`config.mk`:
```
export PLATFORM = sky130hd
export DESIGN_NAME = vacuum_purge_phase_sequencer
export DESIGN_NICKNAME = d
export VERILOG_FILES = /design/src/vpps_pkg.sv /design/src/vpps_csr.sv /design/src/vpps_front.sv /design/src/vpps_back.sv /design/src/vacuum_purge_phase_sequencer.sv
export SDC_FILE = /design/constraint.sdc
export NUM_CORES = 1
export LEC_CHECK = 0
export BUFFER_PORTS_ARGS = -buffer_cell sky130_fd_sc_hd__buf_4
export CORE_ASPECT_RATIO = 1.4
export CORE_MARGIN = 2
export CORE_UTILIZATION = 55
export DETAILED_ROUTE_END_ITERATION = 6
export PLACE_DENSITY = 0.73
export RECOVER_POWER = 50
export SLEW_MARGIN = 10
export SYNTH_ARGS = -nofsm -noshare
export SYNTH_HDL_FRONTEND = slang
export SYNTH_HIERARCHICAL = 1
export SYNTH_SLANG_ARGS = --single-unit
```
`constraint.sdc`:
```
create_clock -name clock -period 14.1 [get_ports clock]
set_input_delay 1.41 -clock clock [delete_from_list [all_inputs] [get_ports clock]]
set_output_delay 1.41 -clock clock [all_outputs]
set_load 0.01 [all_outputs]
```
`src/vpps_pkg.sv`:
```
// Shared types and constants for the vacuum purge phase sequencer.
package vpps_pkg;

   localparam int QUEUE_DEPTH = 2;
   localparam int QUEUE_PTR_W = (QUEUE_DEPTH > 1) ? $clog2(QUEUE_DEPTH) : 1;
   localparam int QUEUE_CNT_W = $clog2(QUEUE_DEPTH + 1);

   localparam int CSR_ADDR_W = 6;
   localparam int CSR_DATA_W = 64;

   localparam logic [2:0] CSR_SPEED_TABLE       = 3'd0;
   localparam logic [2:0] CSR_PHASE_ONE_COLLECT = 3'd1;
   localparam logic [2:0] CSR_PHASE_ONE_PLASMA  = 3'd2;
   localparam logic [2:0] CSR_PHASE_TWO_PLASMA  = 3'd3;
   localparam logic [2:0] CSR_PHASE_THREE_PLASMA = 3'd4;
   localparam logic [2:0] CSR_PAUSE_LENGTH      = 3'd5;
   localparam logic [2:0] CSR_CYCLE_COUNT       = 3'd6;

   localparam logic [15:0] PAUSE_LENGTH_RESET = 16'd3000;
   localparam logic [3:0]  CYCLE_COUNT_RESET  = 4'd3;

   localparam logic [1:0] OP_STEP    = 2'd0;
   localparam logic [1:0] OP_TICK    = 2'd1;
   localparam logic [1:0] OP_RESTART = 2'd2;

   localparam logic signed [23:0] TOTAL_MAX = 24'sh7FFFFF;
   localparam logic signed [23:0] TOTAL_MIN = -24'sh800000;
   localparam logic [4:0] CYCLE_MAX = 5'd31;

   typedef enum logic [1:0] {
      CMD_STEP,
      CMD_TICK,
      CMD_RESTART,
      CMD_NOP
   } cmd_kind_type;

   typedef enum logic [1:0] {
      PH_ONE,
      PH_TWO,
      PH_THREE,
      PH_WRAP
   } phase_type;

   typedef struct packed {
      cmd_kind_type       kind;
      logic signed [11:0] collect_delta;
      logic signed [11:0] plasma_delta;
   } cmd_type;

   typedef struct packed {
      logic [59:0] speed_table;
      logic [19:0] phase_one_collect_volume;
      logic [19:0] phase_one_plasma_volume;
      logic [19:0] phase_two_plasma_volume;
      logic [19:0] phase_three_plasma_volume;
      logic [15:0] pause_length;
      logic [3:0]  cycle_count;
   } cfg_type;

endpackage

```
`src/vpps_csr.sv`:
```
// Configuration register file behind the APB-style port.
module vpps_csr
   import vpps_pkg::*;
(
   input  logic                  clock,
   input  logic                  reset,
   input  logic                  csr_psel,
   input  logic                  csr_penable,
   input  logic                  csr_pwrite,
   input  logic [CSR_ADDR_W-1:0] csr_paddr,
   input  logic [CSR_DATA_W-1:0] csr_pwdata,
   output logic [CSR_DATA_W-1:0] csr_prdata,
   output logic                  csr_pready,
   output cfg_type               cfg
);

   cfg_type    cfg_ff;
   cfg_type    cfg_in;
   logic [2:0] index;
   logic       write_en;

   assign index      = csr_paddr[5:3];
   assign write_en   = csr_psel & csr_penable & csr_pwrite;
   assign csr_pready = 1'b1;
   assign cfg        = cfg_ff;

   always_comb begin
      cfg_in = cfg_ff;
      if (write_en) begin
         case (index)
            CSR_SPEED_TABLE:        cfg_in.speed_table = csr_pwdata[59:0];
            CSR_PHASE_ONE_COLLECT:  cfg_in.phase_one_collect_volume = csr_pwdata[19:0];
            CSR_PHASE_ONE_PLASMA:   cfg_in.phase_one_plasma_volume = csr_pwdata[19:0];
            CSR_PHASE_TWO_PLASMA:   cfg_in.phase_two_plasma_volume = csr_pwdata[19:0];
            CSR_PHASE_THREE_PLASMA: cfg_in.phase_three_plasma_volume = csr_pwdata[19:0];
            CSR_PAUSE_LENGTH:       cfg_in.pause_length = csr_pwdata[15:0];
            CSR_CYCLE_COUNT:        cfg_in.cycle_count = csr_pwdata[3:0];
            default:                cfg_in = cfg_ff;
         endcase
      end
   end

   always_comb begin
      case (index)
         CSR_SPEED_TABLE:        csr_prdata = {4'd0, cfg_ff.speed_table};
         CSR_PHASE_ONE_COLLECT:  csr_prdata = {44'd0, cfg_ff.phase_one_collect_volume};
         CSR_PHASE_ONE_PLASMA:   csr_prdata = {44'd0, cfg_ff.phase_one_plasma_volume};
         CSR_PHASE_TWO_PLASMA:   csr_prdata = {44'd0, cfg_ff.phase_two_plasma_volume};
         CSR_PHASE_THREE_PLASMA: csr_prdata = {44'd0, cfg_ff.phase_three_plasma_volume};
         CSR_PAUSE_LENGTH:       csr_prdata = {48'd0, cfg_ff.pause_length};
         CSR_CYCLE_COUNT:        csr_prdata = {60'd0, cfg_ff.cycle_count};
         default:                csr_prdata = '0;
      endcase
   end

   always_ff @(posedge clock) begin
      if (reset) begin
         cfg_ff.speed_table               <= '0;
         cfg_ff.phase_one_collect_volume  <= '0;
         cfg_ff.phase_one_plasma_volume   <= '0;
         cfg_ff.phase_two_plasma_volume   <= '0;
         cfg_ff.phase_three_plasma_volume <= '0;
         cfg_ff.pause_length              <= PAUSE_LENGTH_RESET;
         cfg_ff.cycle_count               <= CYCLE_COUNT_RESET;
      end else begin
         cfg_ff <= cfg_in;
      end
   end

endmodule

```
`src/vpps_front.sv`:
```
// Request intake: classifies each transaction and queues it for execution.
module vpps_front
   import vpps_pkg::*;
(
   input  logic               clock,
   input  logic               reset,
   input  logic               req_valid,
   output logic               req_ready,
   input  logic [1:0]         req_op,
   input  logic signed [11:0] req_collect_delta,
   input  logic signed [11:0] req_plasma_delta,
   output logic               head_valid,
   output cmd_type            head_cmd,
   input  logic               head_pop
);

   cmd_type                queue_ff [QUEUE_DEPTH];
   logic [QUEUE_PTR_W-1:0] wr_ptr_ff;
   logic [QUEUE_PTR_W-1:0] wr_ptr_in;
   logic [QUEUE_PTR_W-1:0] rd_ptr_ff;
   logic [QUEUE_PTR_W-1:0] rd_ptr_in;
   logic [QUEUE_CNT_W-1:0] count_ff;
   logic [QUEUE_CNT_W-1:0] count_in;
   logic                   push;
   logic                   pop;
   cmd_type                new_cmd;

   always_comb begin
      case (req_op)
         OP_STEP:    new_cmd.kind = CMD_STEP;
         OP_TICK:    new_cmd.kind = CMD_TICK;
         OP_RESTART: new_cmd.kind = CMD_RESTART;
         default:    new_cmd.kind = CMD_NOP;
      endcase
      new_cmd.collect_delta = req_collect_delta;
      new_cmd.plasma_delta  = req_plasma_delta;
   end

   assign req_ready  = (count_ff != QUEUE_CNT_W'(QUEUE_DEPTH));
   assign head_valid = (count_ff != '0);
   assign head_cmd   = queue_ff[rd_ptr_ff];
   assign push       = req_valid & req_ready;
   assign pop        = head_pop & head_valid;

   always_comb begin
      wr_ptr_in = wr_ptr_ff;
      rd_ptr_in = rd_ptr_ff;
      if (push) begin
         wr_ptr_in = (wr_ptr_ff == QUEUE_PTR_W'(QUEUE_DEPTH - 1)) ? '0 : wr_ptr_ff + 1'b1;
      end
      if (pop) begin
         rd_ptr_in = (rd_ptr_ff == QUEUE_PTR_W'(QUEUE_DEPTH - 1)) ? '0 : rd_ptr_ff + 1'b1;
      end
      count_in = count_ff + QUEUE_CNT_W'(push) - QUEUE_CNT_W'(pop);
   end

   always_ff @(posedge clock) begin
      if (reset) begin
         wr_ptr_ff <= '0;
         rd_ptr_ff <= '0;
         count_ff  <= '0;
      end else begin
         wr_ptr_ff <= wr_ptr_in;
         rd_ptr_ff <= rd_ptr_in;
         count_ff  <= count_in;
      end
   end

   always_ff @(posedge clock) begin
      if (push) begin
         queue_ff[wr_ptr_ff] <= new_cmd;
      end
   end

endmodule

```
`src/vpps_back.sv`:
```
// Execution unit: volume totals, phase sequencing, pause timer and result register.
module vpps_back
   import vpps_pkg::*;
(
   input  logic        clock,
   input  logic        reset,
   input  cfg_type     cfg,
   input  logic        head_valid,
   input  cmd_type     head_cmd,
   output logic        head_pop,
   output logic        rsp_valid,
   input  logic        rsp_ready,
   output logic [9:0]  rsp_collect_speed,
   output logic [9:0]  rsp_plasma_speed,
   output logic [1:0]  rsp_phase,
   output logic [4:0]  rsp_cycle_number,
   output logic        rsp_paused,
   output logic        rsp_finished
);

   logic               stage_valid_ff;
   logic               stage_valid_in;
   cmd_kind_type       stage_kind_ff;
   logic signed [23:0] sum_c_ff;
   logic signed [23:0] sum_p_ff;
   logic signed [24:0] raw_c;
   logic signed [24:0] raw_p;
   logic signed [23:0] sat_c;
   logic signed [23:0] sat_p;

   logic signed [23:0] collect_total_ff, collect_total_in;
   logic signed [23:0] plasma_total_ff, plasma_total_in;
   phase_type          phase_ff, phase_in;
   logic [4:0]         cycle_ff, cycle_in;
   logic [15:0]        pause_rem_ff, pause_rem_in;
   logic               pause_act_ff, pause_act_in;
   logic               third_ff, third_in;
   logic               two_ff, two_in;
   logic               done_ff, done_in;
   logic [9:0]         held_c_ff, held_c_in;
   logic [9:0]         held_p_ff, held_p_in;

   logic               rsp_valid_ff, rsp_valid_in;
   logic [9:0]         rsp_c_ff, rsp_p_ff;
   logic [1:0]         rsp_phase_ff;
   logic [4:0]         rsp_cycle_ff;
   logic               rsp_paused_ff, rsp_finished_ff;

   logic               commit;
   logic signed [26:0] p3;
   logic signed [26:0] thr3;
   logic signed [26:0] thr3x2;
   logic [9:0]         tab_c;
   logic [9:0]         tab_p;
   logic [15:0]        rem_dec;

   assign head_pop = head_valid & ~stage_valid_ff;
   assign commit   = stage_valid_ff & (~rsp_valid_ff | rsp_ready);

   // stage one: saturating volume sums
   always_comb begin
      raw_c = {collect_total_ff[23], collect_total_ff}
            + {{13{head_cmd.collect_delta[11]}}, head_cmd.collect_delta};
      raw_p = {plasma_total_ff[23], plasma_total_ff}
            + {{13{head_cmd.plasma_delta[11]}}, head_cmd.plasma_delta};
      if (raw_c[24] != raw_c[23]) begin
         sat_c = raw_c[24] ? TOTAL_MIN : TOTAL_MAX;
      end else begin
         sat_c = raw_c[23:0];
      end
      if (raw_p[24] != raw_p[23]) begin
         sat_p = raw_p[24] ? TOTAL_MIN : TOTAL_MAX;
      end else begin
         sat_p = raw_p[23:0];
      end
   end

   always_comb begin
      case (phase_ff)
         PH_ONE: begin
            tab_c = cfg.speed_table[9:0];
            tab_p = cfg.speed_table[19:10];
         end
         PH_TWO: begin
            tab_c = cfg.speed_table[29:20];
            tab_p = cfg.speed_table[39:30];
         end
         PH_THREE: begin
            tab_c = cfg.speed_table[49:40];
            tab_p = cfg.speed_table[59:50];
         end
         default: begin
            tab_c = held_c_ff;
            tab_p = held_p_ff;
         end
      endcase
   end

   assign p3      = {{3{sum_p_ff[23]}}, sum_p_ff} + {{2{sum_p_ff[23]}}, sum_p_ff, 1'b0};
   assign thr3    = {7'd0, cfg.phase_three_plasma_volume};
   assign thr3x2  = {6'd0, cfg.phase_three_plasma_volume, 1'b0};
   assign rem_dec = (pause_rem_ff != '0) ? pause_rem_ff - 1'b1 : pause_rem_ff;

   // stage two: phase update
   always_comb begin
      collect_total_in = collect_total_ff;
      plasma_total_in  = plasma_total_ff;
      phase_in         = phase_ff;
      cycle_in         = cycle_ff;
      pause_rem_in     = pause_rem_ff;
      pause_act_in     = pause_act_ff;
      third_in         = third_ff;
      two_in           = two_ff;
      done_in          = done_ff;
      held_c_in        = held_c_ff;
      held_p_in        = held_p_ff;
      if (commit) begin
         case (stage_kind_ff)
            CMD_RESTART: begin
               collect_total_in = '0;
               plasma_total_in  = '0;
               phase_in         = PH_ONE;
               cycle_in         = 5'd1;
               pause_rem_in     = '0;
               pause_act_in     = 1'b0;
               third_in         = 1'b0;
               two_in           = 1'b0;
               done_in          = 1'b0;
               held_c_in        = '0;
               held_p_in        = '0;
            end
            CMD_TICK: begin
               if (!done_ff && pause_act_ff) begin
                  pause_rem_in = rem_dec;
                  if (rem_dec == '0) begin
                     pause_act_in = 1'b0;
                  end
               end
            end
            CMD_STEP: begin
               if (!done_ff) begin
                  if (pause_act_ff) begin
                     held_c_in = '0;
                     held_p_in = '0;
                  end else begin
                     held_c_in        = tab_c;
                     held_p_in        = tab_p;
                     collect_total_in = sum_c_ff;
                     plasma_total_in  = sum_p_ff;
                     case (phase_ff)
                        PH_ONE: begin
                           if ($signed({sum_c_ff[23], sum_c_ff})
                                  >= $signed({5'd0, cfg.phase_one_collect_volume})
                               && $signed({sum_p_ff[23], sum_p_ff})
                                  >= $signed({5'd0, cfg.phase_one_plasma_volume})) begin
                              phase_in         = PH_TWO;
                              collect_total_in = '0;
                              plasma_total_in  = '0;
                           end
                        end
                        PH_TWO: begin
                           if ($signed({sum_p_ff[23], sum_p_ff})
                                  >= $signed({5'd0, cfg.phase_two_plasma_volume})) begin
                              phase_in         = PH_THREE;
                              collect_total_in = '0;
                              plasma_total_in  = '0;
                              if (cfg.pause_length != '0) begin
                                 pause_act_in = 1'b1;
                                 pause_rem_in = cfg.pause_length;
                              end
                           end
                        end
                        PH_THREE: begin
                           if (cfg.pause_length != '0) begin
                              if (p3 >= thr3 && !third_ff) begin
                                 third_in     = 1'b1;
                                 pause_act_in = 1'b1;
                                 pause_rem_in = cfg.pause_length;
                              end
                              if (p3 >= thr3x2 && !two_ff) begin
                                 two_in       = 1'b1;
                                 pause_act_in = 1'b1;
                                 pause_rem_in = cfg.pause_length;
                              end
                           end
                           if ($signed({3'd0, sum_p_ff}) >= thr3 && !sum_p_ff[23]) begin
                              phase_in         = PH_WRAP;
                              collect_total_in = '0;
                              plasma_total_in  = '0;
                              third_in         = 1'b0;
                              two_in           = 1'b0;
                           end
                        end
                        default: begin
                           if (cycle_ff < CYCLE_MAX) begin
                              cycle_in = cycle_ff + 1'b1;
                           end
                           phase_in = PH_ONE;
                        end
                     endcase
                  end
                  if (cycle_in > {1'b0, cfg.cycle_count}) begin
                     done_in      = 1'b1;
                     pause_act_in = 1'b0;
                     pause_rem_in = '0;
                     held_c_in    = '0;
                     held_p_in    = '0;
                  end
               end
            end
            default: begin
               done_in = done_ff;
            end
         endcase
      end
   end

   always_comb begin
      stage_valid_in = stage_valid_ff;
      if (head_pop) begin
         stage_valid_in = 1'b1;
      end else if (commit) begin
         stage_valid_in = 1'b0;
      end
      rsp_valid_in = rsp_valid_ff;
      if (commit) begin
         rsp_valid_in = 1'b1;
      end else if (rsp_ready) begin
         rsp_valid_in = 1'b0;
      end
   end

   always_ff @(posedge clock) begin
      if (reset) begin
         stage_valid_ff   <= 1'b0;
         rsp_valid_ff     <= 1'b0;
         collect_total_ff <= '0;
         plasma_total_ff  <= '0;
         phase_ff         <= PH_ONE;
         cycle_ff         <= 5'd1;
         pause_rem_ff     <= '0;
         pause_act_ff     <= 1'b0;
         third_ff         <= 1'b0;
         two_ff           <= 1'b0;
         done_ff          <= 1'b0;
         held_c_ff        <= '0;
         held_p_ff        <= '0;
      end else begin
         stage_valid_ff   <= stage_valid_in;
         rsp_valid_ff     <= rsp_valid_in;
         collect_total_ff <= collect_total_in;
         plasma_total_ff  <= plasma_total_in;
         phase_ff         <= phase_in;
         cycle_ff         <= cycle_in;
         pause_rem_ff     <= pause_rem_in;
         pause_act_ff     <= pause_act_in;
         third_ff         <= third_in;
         two_ff           <= two_in;
         done_ff          <= done_in;
         held_c_ff        <= held_c_in;
         held_p_ff        <= held_p_in;
      end
   end

   always_ff @(posedge clock) begin
      if (head_pop) begin
         stage_kind_ff <= head_cmd.kind;
         sum_c_ff      <= sat_c;
         sum_p_ff      <= sat_p;
      end
      if (commit) begin
         rsp_c_ff        <= done_in ? 10'd0 : held_c_in;
         rsp_p_ff        <= done_in ? 10'd0 : held_p_in;
         rsp_phase_ff    <= (phase_in == PH_WRAP) ? 2'd1 : 2'(phase_in) + 2'd1;
         rsp_cycle_ff    <= cycle_in;
         rsp_paused_ff   <= pause_act_in;
         rsp_finished_ff <= done_in;
      end
   end

   assign rsp_valid         = rsp_valid_ff;
   assign rsp_collect_speed = rsp_c_ff;
   assign rsp_plasma_speed  = rsp_p_ff;
   assign rsp_phase         = rsp_phase_ff;
   assign rsp_cycle_number  = rsp_cycle_ff;
   assign rsp_paused        = rsp_paused_ff;
   assign rsp_finished      = rsp_finished_ff;

   a_finish_zero_speed: assert property (@(posedge clock) disable iff (reset)
      rsp_valid_ff && rsp_finished_ff |-> rsp_c_ff == '0 && rsp_p_ff == '0)
      else $error("finished result carries nonzero speed");

   a_finish_not_paused: assert property (@(posedge clock) disable iff (reset)
      rsp_valid_ff && rsp_finished_ff |-> !rsp_paused_ff)
      else $error("finished result reports a pause");

   a_pop_stage_free: assert property (@(posedge clock) disable iff (reset)
      head_pop |=> stage_valid_ff && !$past(stage_valid_ff))
      else $error("queue popped into an occupied stage");

   a_cycle_nonzero: assert property (@(posedge clock) disable iff (reset)
      cycle_ff != '0)
      else $error("cycle number dropped to zero");

endmodule

```
`src/vacuum_purge_phase_sequencer.sv`:
```
// Top level of the three-phase vacuum purge sequencer.
// Usage:
//  - req channel (valid/ready) carries one transaction: op, collect_delta,
//    plasma_delta. op 0 is a control step, 1 a millisecond tick, 2 enter or restart.
//  - rsp channel (valid/ready) returns one transaction per request, in order:
//    pump speeds, phase, cycle number, paused and finished flags.
//  - csr port (APB style, 64-bit data) holds the speed table, volume thresholds,
//    pause length and cycle count at byte addresses 8*i; write only while idle.
// Timing:
//  - a request is queued on acceptance, then loaded into the execution stage once
//    that stage is free, and its result is registered once the result register can
//    take it; rsp_valid rises when the result is registered.
//  - the execution stage takes a new transaction only after the one it holds has
//    committed, so transactions pass its sum and commit sequence one at a time.
//  - a 2-entry queue sits between intake and execution; req_ready drops when full.
// Reset:
//  - synchronous; clears queue, sequencer state (phase one, cycle one, no pause)
//    and restores register defaults (pause 3000, cycle count 3).
// Stall:
//  - while rsp_ready is low the result register holds, execution waits and the
//    queue fills, then req_ready deasserts.
module vacuum_purge_phase_sequencer
   import vpps_pkg::*;
(
   input  logic                  clock,
   input  logic                  reset,
   input  logic                  req_valid,
   output logic                  req_ready,
   input  logic [1:0]            req_op,
   input  logic signed [11:0]    req_collect_delta,
   input  logic signed [11:0]    req_plasma_delta,
   output logic                  rsp_valid,
   input  logic                  rsp_ready,
   output logic [9:0]            rsp_collect_speed,
   output logic [9:0]            rsp_plasma_speed,
   output logic [1:0]            rsp_phase,
   output logic [4:0]            rsp_cycle_number,
   output logic                  rsp_paused,
   output logic                  rsp_finished,
   input  logic                  csr_psel,
   input  logic                  csr_penable,
   input  logic                  csr_pwrite,
   input  logic [CSR_ADDR_W-1:0] csr_paddr,
   input  logic [CSR_DATA_W-1:0] csr_pwdata,
   output logic [CSR_DATA_W-1:0] csr_prdata,
   output logic                  csr_pready
);

   cfg_type cfg;
   logic    head_valid;
   cmd_type head_cmd;
   logic    head_pop;

   vpps_csr u_csr (
      .clock       (clock),
      .reset       (reset),
      .csr_psel    (csr_psel),
      .csr_penable (csr_penable),
      .csr_pwrite  (csr_pwrite),
      .csr_paddr   (csr_paddr),
      .csr_pwdata  (csr_pwdata),
      .csr_prdata  (csr_prdata),
      .csr_pready  (csr_pready),
      .cfg         (cfg)
   );

   vpps_front u_front (
      .clock             (clock),
      .reset             (reset),
      .req_valid         (req_valid),
      .req_ready         (req_ready),
      .req_op            (req_op),
      .req_collect_delta (req_collect_delta),
      .req_plasma_delta  (req_plasma_delta),
      .head_valid        (head_valid),
      .head_cmd          (head_cmd),
      .head_pop          (head_pop)
   );

   vpps_back u_back (
      .clock             (clock),
      .reset             (reset),
      .cfg               (cfg),
      .head_valid        (head_valid),
      .head_cmd          (head_cmd),
      .head_pop          (head_pop),
      .rsp_valid         (rsp_valid),
      .rsp_ready         (rsp_ready),
      .rsp_collect_speed (rsp_collect_speed),
      .rsp_plasma_speed  (rsp_plasma_speed),
      .rsp_phase         (rsp_phase),
      .rsp_cycle_number  (rsp_cycle_number),
      .rsp_paused        (rsp_paused),
      .rsp_finished      (rsp_finished)
   );

endmodule
```
# After elaboration in Yosys (flattened, before gate mapping)
# Memories as Yosys holds them, arrays and structs flattened. A register that Yosys moved wholly into a read port is not among the register bits.
# Cells that the tools add are included.
[classes] add_sub_neg=10 n_mul=0 div_mod_pow=0 order_cmp=8 eq_ne=29 shifts=0 muxes=102 n_bitwise=9 n_reduce_logical=33
[ops] cell="60-bit one-hot mux with 7 select lines" n=1
[ops] cell="24-bit 2-to-1 mux" n=14
[ops] cell="16-bit 2-to-1 mux" n=10
[ops] cell="24-bit one-hot mux with 3 select lines" n=2
[ops] cell="24-bit one-hot mux with 2 select lines" n=2
[ops] cell="10-bit 2-to-1 mux" n=8
[ops] cell="24-bit by 21-bit >= comparator with 1-bit output" n=3
[ops] cell="10-bit one-hot mux with 3 select lines" n=2
[ops] cell="24-bit by 12-bit adder with 25-bit output" n=2
[ops] cell="16-bit one-hot mux with 3 select lines" n=1
[ops] cell="5-bit 2-to-1 mux" n=8
[ops] cell="10-bit one-hot mux with 2 select lines" n=2
[ops] cell="1-bit 2-to-1 mux" n=36
[ops] cell="16-bit one-hot mux with 2 select lines" n=1
[ops] cell="16-bit nonzero test" n=2
[ops] cell="27-bit by 21-bit >= comparator with 1-bit output" n=1
[ops] cell="27-bit by 22-bit >= comparator with 1-bit output" n=1
[ops] cell="24-bit by 25-bit adder with 26-bit output" n=1
[ops] cell="24-bit by 20-bit >= comparator with 1-bit output" n=1
[ops] cell="16-bit zero test" n=1
[ops] cell="16-bit by 1-bit subtractor with 16-bit output, second input constant" n=1
[ops] cell="2-bit AND reduction" n=7
[ops] cell="7-bit AND reduction" n=2
[ops] cell="2-bit 2-to-1 mux" n=6
[ops] cell="37 further kinds" n=76
[totals] register_bits=340 latchBits=0 ram_bits=52 mem_bits_ro=0 input_bits=103 out_inout_bits=96 word_cells=224 mem_count=1
[memory_table] name="u_front.queue_ff" depth=2 width=26 read_ports=1 rd_clocked_by_memory_dff=1 wr=1 line="vpps_front.sv:17" source="cmd_type queue_ff [QUEUE_DEPTH];"

# Longest topological paths before layout
[logic_depth] word_depth=12 mapped_depth=24 mapped_depth_nobuf=22

# Hierarchy
# Netlist, hierarchy kept.
[by_module_without_submodules] mod="vpps_back" instances=1 cells_per_inst=1635 area_each_um2=14233.7 seq_area_each_um2=4314.1
[by_module_without_submodules] mod="vpps_csr" instances=1 cells_per_inst=781 area_each_um2=7878.8 seq_area_each_um2=3203.1
[by_module_without_submodules] mod="vpps_front" instances=1 cells_per_inst=112 area_each_um2=2134.5 seq_area_each_um2=1661.6

# Worst setup path after synthesis
# Ideal clock, no wire load.
[synth_path] kind="register to register" startpoint="reg u_back.sum_p_ff[1]" endpoint="reg u_back.pause_rem_ff[0]" setup_time_ps=84 arrival_ps=4476 t_required_ps=14016 slack_ps=9540 stages_incl_launch_ff=25 n_path_buf=2 synth_period_minus_slack_ps=4560 path_cell_list="edfxtp_1 ha_1 inv_1 fa_1 nor2b_1 o31a_1 a2111oi_2 a211oi_1 a21o_1 a21oi_1 o21bai_1 a21oi_1 xnor2_1 ha_1 a21o_1 a21oi_1 o21ai_0 a21oi_1 a21oi_1 nor4b_2 a21oi_2 or2_1 buf_6 buf_6 o31ai_2"
[synth_via] elab_chain_len=10 word_cells_on_any_way=16 cone_classes="1 x add/sub; 3 x order compare; 2 x eq/ne; 7 x mux; 3 x reduce/logical"
[synth_rtl] element="start: declaration" line="vpps_back.sv:25" source="logic signed [23:0] sum_p_ff;"
[synth_rtl] element="start signal: assignment" line="vpps_back.sv:269" source="sum_p_ff <= sat_p;"
[synth_rtl] element="24-bit by 25-bit adder with 26-bit output" line="vpps_back.sv:99" source="assign p3 = {{3{sum_p_ff[23]}}, sum_p_ff} + {{2{sum_p_ff[23]}}, sum_p_ff, 1'b0};"
[synth_rtl] element="27-bit by 22-bit >= comparator with 1-bit output" line="vpps_back.sv:180" source="if (p3 >= thr3x2 && !two_ff) begin"
[synth_rtl] element="1-bit logical AND" line="vpps_back.sv:180"
[synth_rtl] element="16-bit 2-to-1 mux" line="vpps_back.sv:180"
[synth_rtl] element="16-bit 2-to-1 mux" line="vpps_back.sv:174" source="if (cfg.pause_length != '0) begin"
[synth_rtl] element="16-bit one-hot mux with 2 select lines" line="vpps_back.sv:150" source="case (phase_ff)"
[synth_rtl] element="16-bit 2-to-1 mux" line="vpps_back.sv:142" source="if (pause_act_ff) begin"
[synth_rtl] element="16-bit 2-to-1 mux" line="vpps_back.sv:202" source="if (cycle_in > {1'b0, cfg.cycle_count}) begin"
[synth_rtl] element="16-bit 2-to-1 mux" line="vpps_back.sv:141" source="if (!done_ff) begin"
[synth_rtl] element="16-bit one-hot mux with 3 select lines" line="vpps_back.sv:118" source="case (stage_kind_ff)"
[synth_rtl] element="end signal: assignment" line="vpps_back.sv:255" source="pause_rem_ff <= pause_rem_in;"
[synth_rtl] element="end: declaration" line="vpps_back.sv:35" source="logic [15:0] pause_rem_ff, pause_rem_in;"
# Parallel ways exist; a longest one is shown, timed or not. The select of a mux whose other input is x is not followed.
# A chain may end at the register's enable or synchronous reset.

# Worst setup path after layout
[layout_path] startpoint="in csr_paddr[4]" endpoint="reg u_csr.cfg_ff, in the netlist u_csr/cfg[141]"
[layout_via] elab_chain_len=2
[layout_rtl] element="start: declaration" line="vacuum_purge_phase_sequencer.sv:43" source="input logic [CSR_ADDR_W-1:0] csr_paddr,"
[layout_rtl] element="3-bit zero test" line="vpps_csr.sv:30" source="case (index)"
[layout_rtl] element="2-bit AND reduction (no line)"
[layout_rtl] element="end signal: assignment" line="vpps_csr.sv:66" source="cfg_ff <= cfg_in;"
[layout_rtl] element="end: declaration" line="vpps_csr.sv:17" source="cfg_type cfg_ff;"
# Every way passes these cells.

==> flow_summary.toml <==
[run_status]
status = "finished, violations left"
violations = "max-capacitance violations, max-slew violations"

[sta]
fin_crit_sh_pct = 54.7
hold_violations = 0
max_freq_ghz = 0.130
setup_viol_count_final = 0
slew-limit-headroom_pct = -251
drv_slew = 252
grt_setup_unrepaired = "no"
tightest_slew_ps = 5260
skew_ps = 22.8
fin_crit_ps = 7720
setup-tns-final_ps = 0

[hold_path]
hp-class = "reg -> reg"

[floorplan]
core_area_sq_um = 43800
rows = 91
die_x_um = 181
ioPinCount = 199
die_height_um = 252
die-area_sq_um = 45800
start_util_pct = 55.3

[power]
switchingPower_mw = 2.18
power.density_nw_per_um2 = 195
ir_drop_mv = 0.145
comb_power_share_pct = 48.4
power.share.sequential_pct = 30.3
p_leak_nw = 11.3
p_sw_share_pct = 41.3
p_int_mw = 3.09
p_clk_share_pct = 21.3

[final_layout]
final_cell_count_no_fill = 3231
antenna_cells = 0
final_net_count = 2953
drive_above_1_share_pct = 11.4
syn2layout_area_growth_pct = 11.5
nFillCells = 3760

[synthesis]
synthXorXnorAreaFrac_pct = 2.49
synth_area_leaders = "dfxtp_1 22%, edfxtp_1 16%, ha_1 11%, mux2i_1 7.9%, nand2b_1 5.9%"
synth_area_per_cell_sq_um = 9.59
ys_ff_latch = 393
synthMuxAreaShare_pct = 10.0
synth_seq_area_share_pct = 37.9
yosys_warnings = 6
synth-edff-count = 131
yosysTopAreaCellShare_pct = 21.6
synthAdderAreaFrac_pct = 11.3
synth_flop_cell = "dfxtp_1"
syn_inst = 2528
synth_cell_types = 95
synth_top_family_by_area = "simple AND/OR/NAND/NOR gates"
synth_compound_area_share_pct = 16.0
ys_async_sr_fraction_pct = 0
yosys.area_share.simple_pct = 17.0
synthesis.area_sq_um = 24200
synth_top_area_cell = "dfxtp_1"

[setup_path]
cp.arrival_ps = 7940
crit_path_max_fanout = 60
endpoint_kind = "flop"
critPathRequiredTime_ps = 14320
crit_type = "in -> reg"
critPathLaunchType = "input port"

[global_routing]
grt_util_all_layers_pct = 30.0
grt_max_degree = 145
overflow = 0
grt_pass1_vias = 19500
grt_pass1_wl_mm = 109
antenna_found_initial = 0

[run]
cap_violations = 7

[drt]
avgRoutedWirePerCell_um = 21.8
drtAntennaViolNets = 0
dr.pass1.iters = 7
num_vias = 19700
wirelength_mm = 70.3
first_iter_violations = 1462
vias_per_cell = 6.11
drc = 0

[clock_tree]
hold_buffers = 0
cts_tree = "done"
ctsResizeCount = 0
clock-sinks = 393
cts_made_buffers = 40
clock-root-buffer = "clkbuf_16"
clkSlewWorstSetupHoldPaths_ps = 60
htreeDepth = 2
post_cts_buffers = 0
clk_path_buf_depth = 3
clk_latency_ps = 570

[place]
gp_congestion = 0.957
dpl.cell_count = 3157
io_buffers = 186
dp_hpwl_mm = 52.0
## logic make-up (layout without fill, tap and decap cells)
group,after synthesis,count (layout)
other cells,2,5
buf+inv,286,428
mux,237,237
compound gates,564,564
fa+ha+maj,220,220
simple gates,757,757
flops,393,393
xor+xnor,69,69
## layout make-up
cell class	count	area [sq um]	area share, %
timing repair buffer	207	1380	5.10
inverter	147	552	2.04
clock inverter	22	259	0.958
sequential	393	9180	34.0
clock buffer	52	1140	4.22
multi-input combinational	1852	13800	51.2
tap	558	698	2.58
## layer usage
metal	vias to the layer above	GRT usage, %	part of all wire (%)
met1	9467	35.3	40
met3	206	3.13	4.9
met4	0	17.0	6.4
met5	-	0	0
met2	677	53.4	49
li1	9388	-	-
## final timing paths
kind,endpoint,start,slack (ps),cells past startpoint
worst max-delay path,u_csr/cfg[141]$_SDFFE_PP0P_,csr_paddr[4],6380,5
worst min-delay path,u_back/held_p_ff[0]$_SDFF_PP0_,u_back/held_p_ff[0]$_SDFF_PP0_,480,2
worst max register to register,u_back/pause_rem_ff[1]$_SDFFE_PP0P_,u_back/sum_p_ff[1]$_DFFE_PP_,8200,22
worst min register to register,u_back/held_p_ff[0]$_SDFF_PP0_,u_back/held_p_ff[0]$_SDFF_PP0_,480,2
## sequential cells by signal (all words and copies together), names as in the netlist, 2 cells and up, named ones only
register / cells
u_back/rsp_phase: 2
u_csr/cfg: 160
u_back/rsp_cycle_number: 5
u_front/count_ff: 2
u_back/held_c_ff: 10
u_back/sum_c_ff: 24
u_back/plasma_total_ff: 24
u_back/pause_rem_ff: 16
u_back/phase_ff: 2
u_front/queue_ff: 52
u_back/rsp_collect_speed: 10
u_back/stage_kind_ff: 2
u_back/rsp_plasma_speed: 10
u_back/cycle_ff: 5
u_back/sum_p_ff: 24
u_back/collect_total_ff: 24
u_back/held_p_ff: 10
## worst max-delay path, cell delays in order
cell,delay (ps)
clkbuf_1,770
nor2_2,300
clkbuf_1,1080
and2_0,3860
mux2i_1,460
## synthesized netlist by cell type, types with 53 or more instances
cell      number
and3_1        56
edfxtp_1     131
dfxtp_1      262
inv_1        147
a21oi_1      181
a21o_1        53
nand2_1       83
nand2b_1     230
nor2_1       160
o21ai_0       70
clkbuf_1      91
a22o_1        53
ha_1         206
mux2i_1      191
## per-stage QoR
step	utilization (%)	area [sq um]	total power [mW]	setup slack (ps)	hold slack, ps
floorplan	-	24300	3.44	9540	446
global placement	58.9	25800	4.04	8410	458
detailed placement	58.9	25800	4.14	8290	471
CTS	62.1	27200	5.27	8270	487
global route	61.7	27000	5.64	5990	504
finish	61.7	27000	5.27	6380	484
## cell usage in the layout (no fill, tap or decap), types with 10 or more instances in the layout
| cell | count |
|---|---|
| a222oi_1 | 20 |
| a21o_1 | 53 |
| o221ai_1 | 10 |
| nand3_1 | 32 |
| edfxtp_1 | 131 |
| a31oi_1 | 13 |
| nand2b_1 | 230 |
| nor3_1 | 44 |
| clkbuf_1 | 54 |
| a22oi_1 | 20 |
| nor2b_1 | 37 |
| a211oi_1 | 12 |
| a22o_1 | 53 |
| o211ai_1 | 15 |
| a21oi_1 | 181 |
| nor4_1 | 16 |
| o21a_1 | 23 |
| maj3_1 | 11 |
| dfxtp_1 | 262 |
| xnor2_1 | 47 |
| buf_4 | 138 |
| nand4_1 | 37 |
| and3_1 | 56 |
| nand2_1 | 84 |
| xor2_1 | 22 |
| nor2_1 | 159 |
| clkbuf_4 | 20 |
| o21ai_0 | 70 |
| ha_1 | 206 |
| clkbuf_16 | 43 |
| inv_1 | 147 |
| o21bai_1 | 12 |
| mux2i_1 | 191 |
| mux2_2 | 44 |
| or3_1 | 10 |
## power groups by stage
stage          logic [mW]  registers, mW  clock network, mW
2_1_floorplan        1.93           1.51                  0
3_3_place_gp         2.44           1.60                  0
3_5_place_dp         2.53           1.61                  0
4_1_cts              2.55           1.58               1.14
5_1_grt              2.85           1.61               1.18
6_report             2.55           1.59               1.12
No activity file was read; power rests on OpenSTA's default activity.
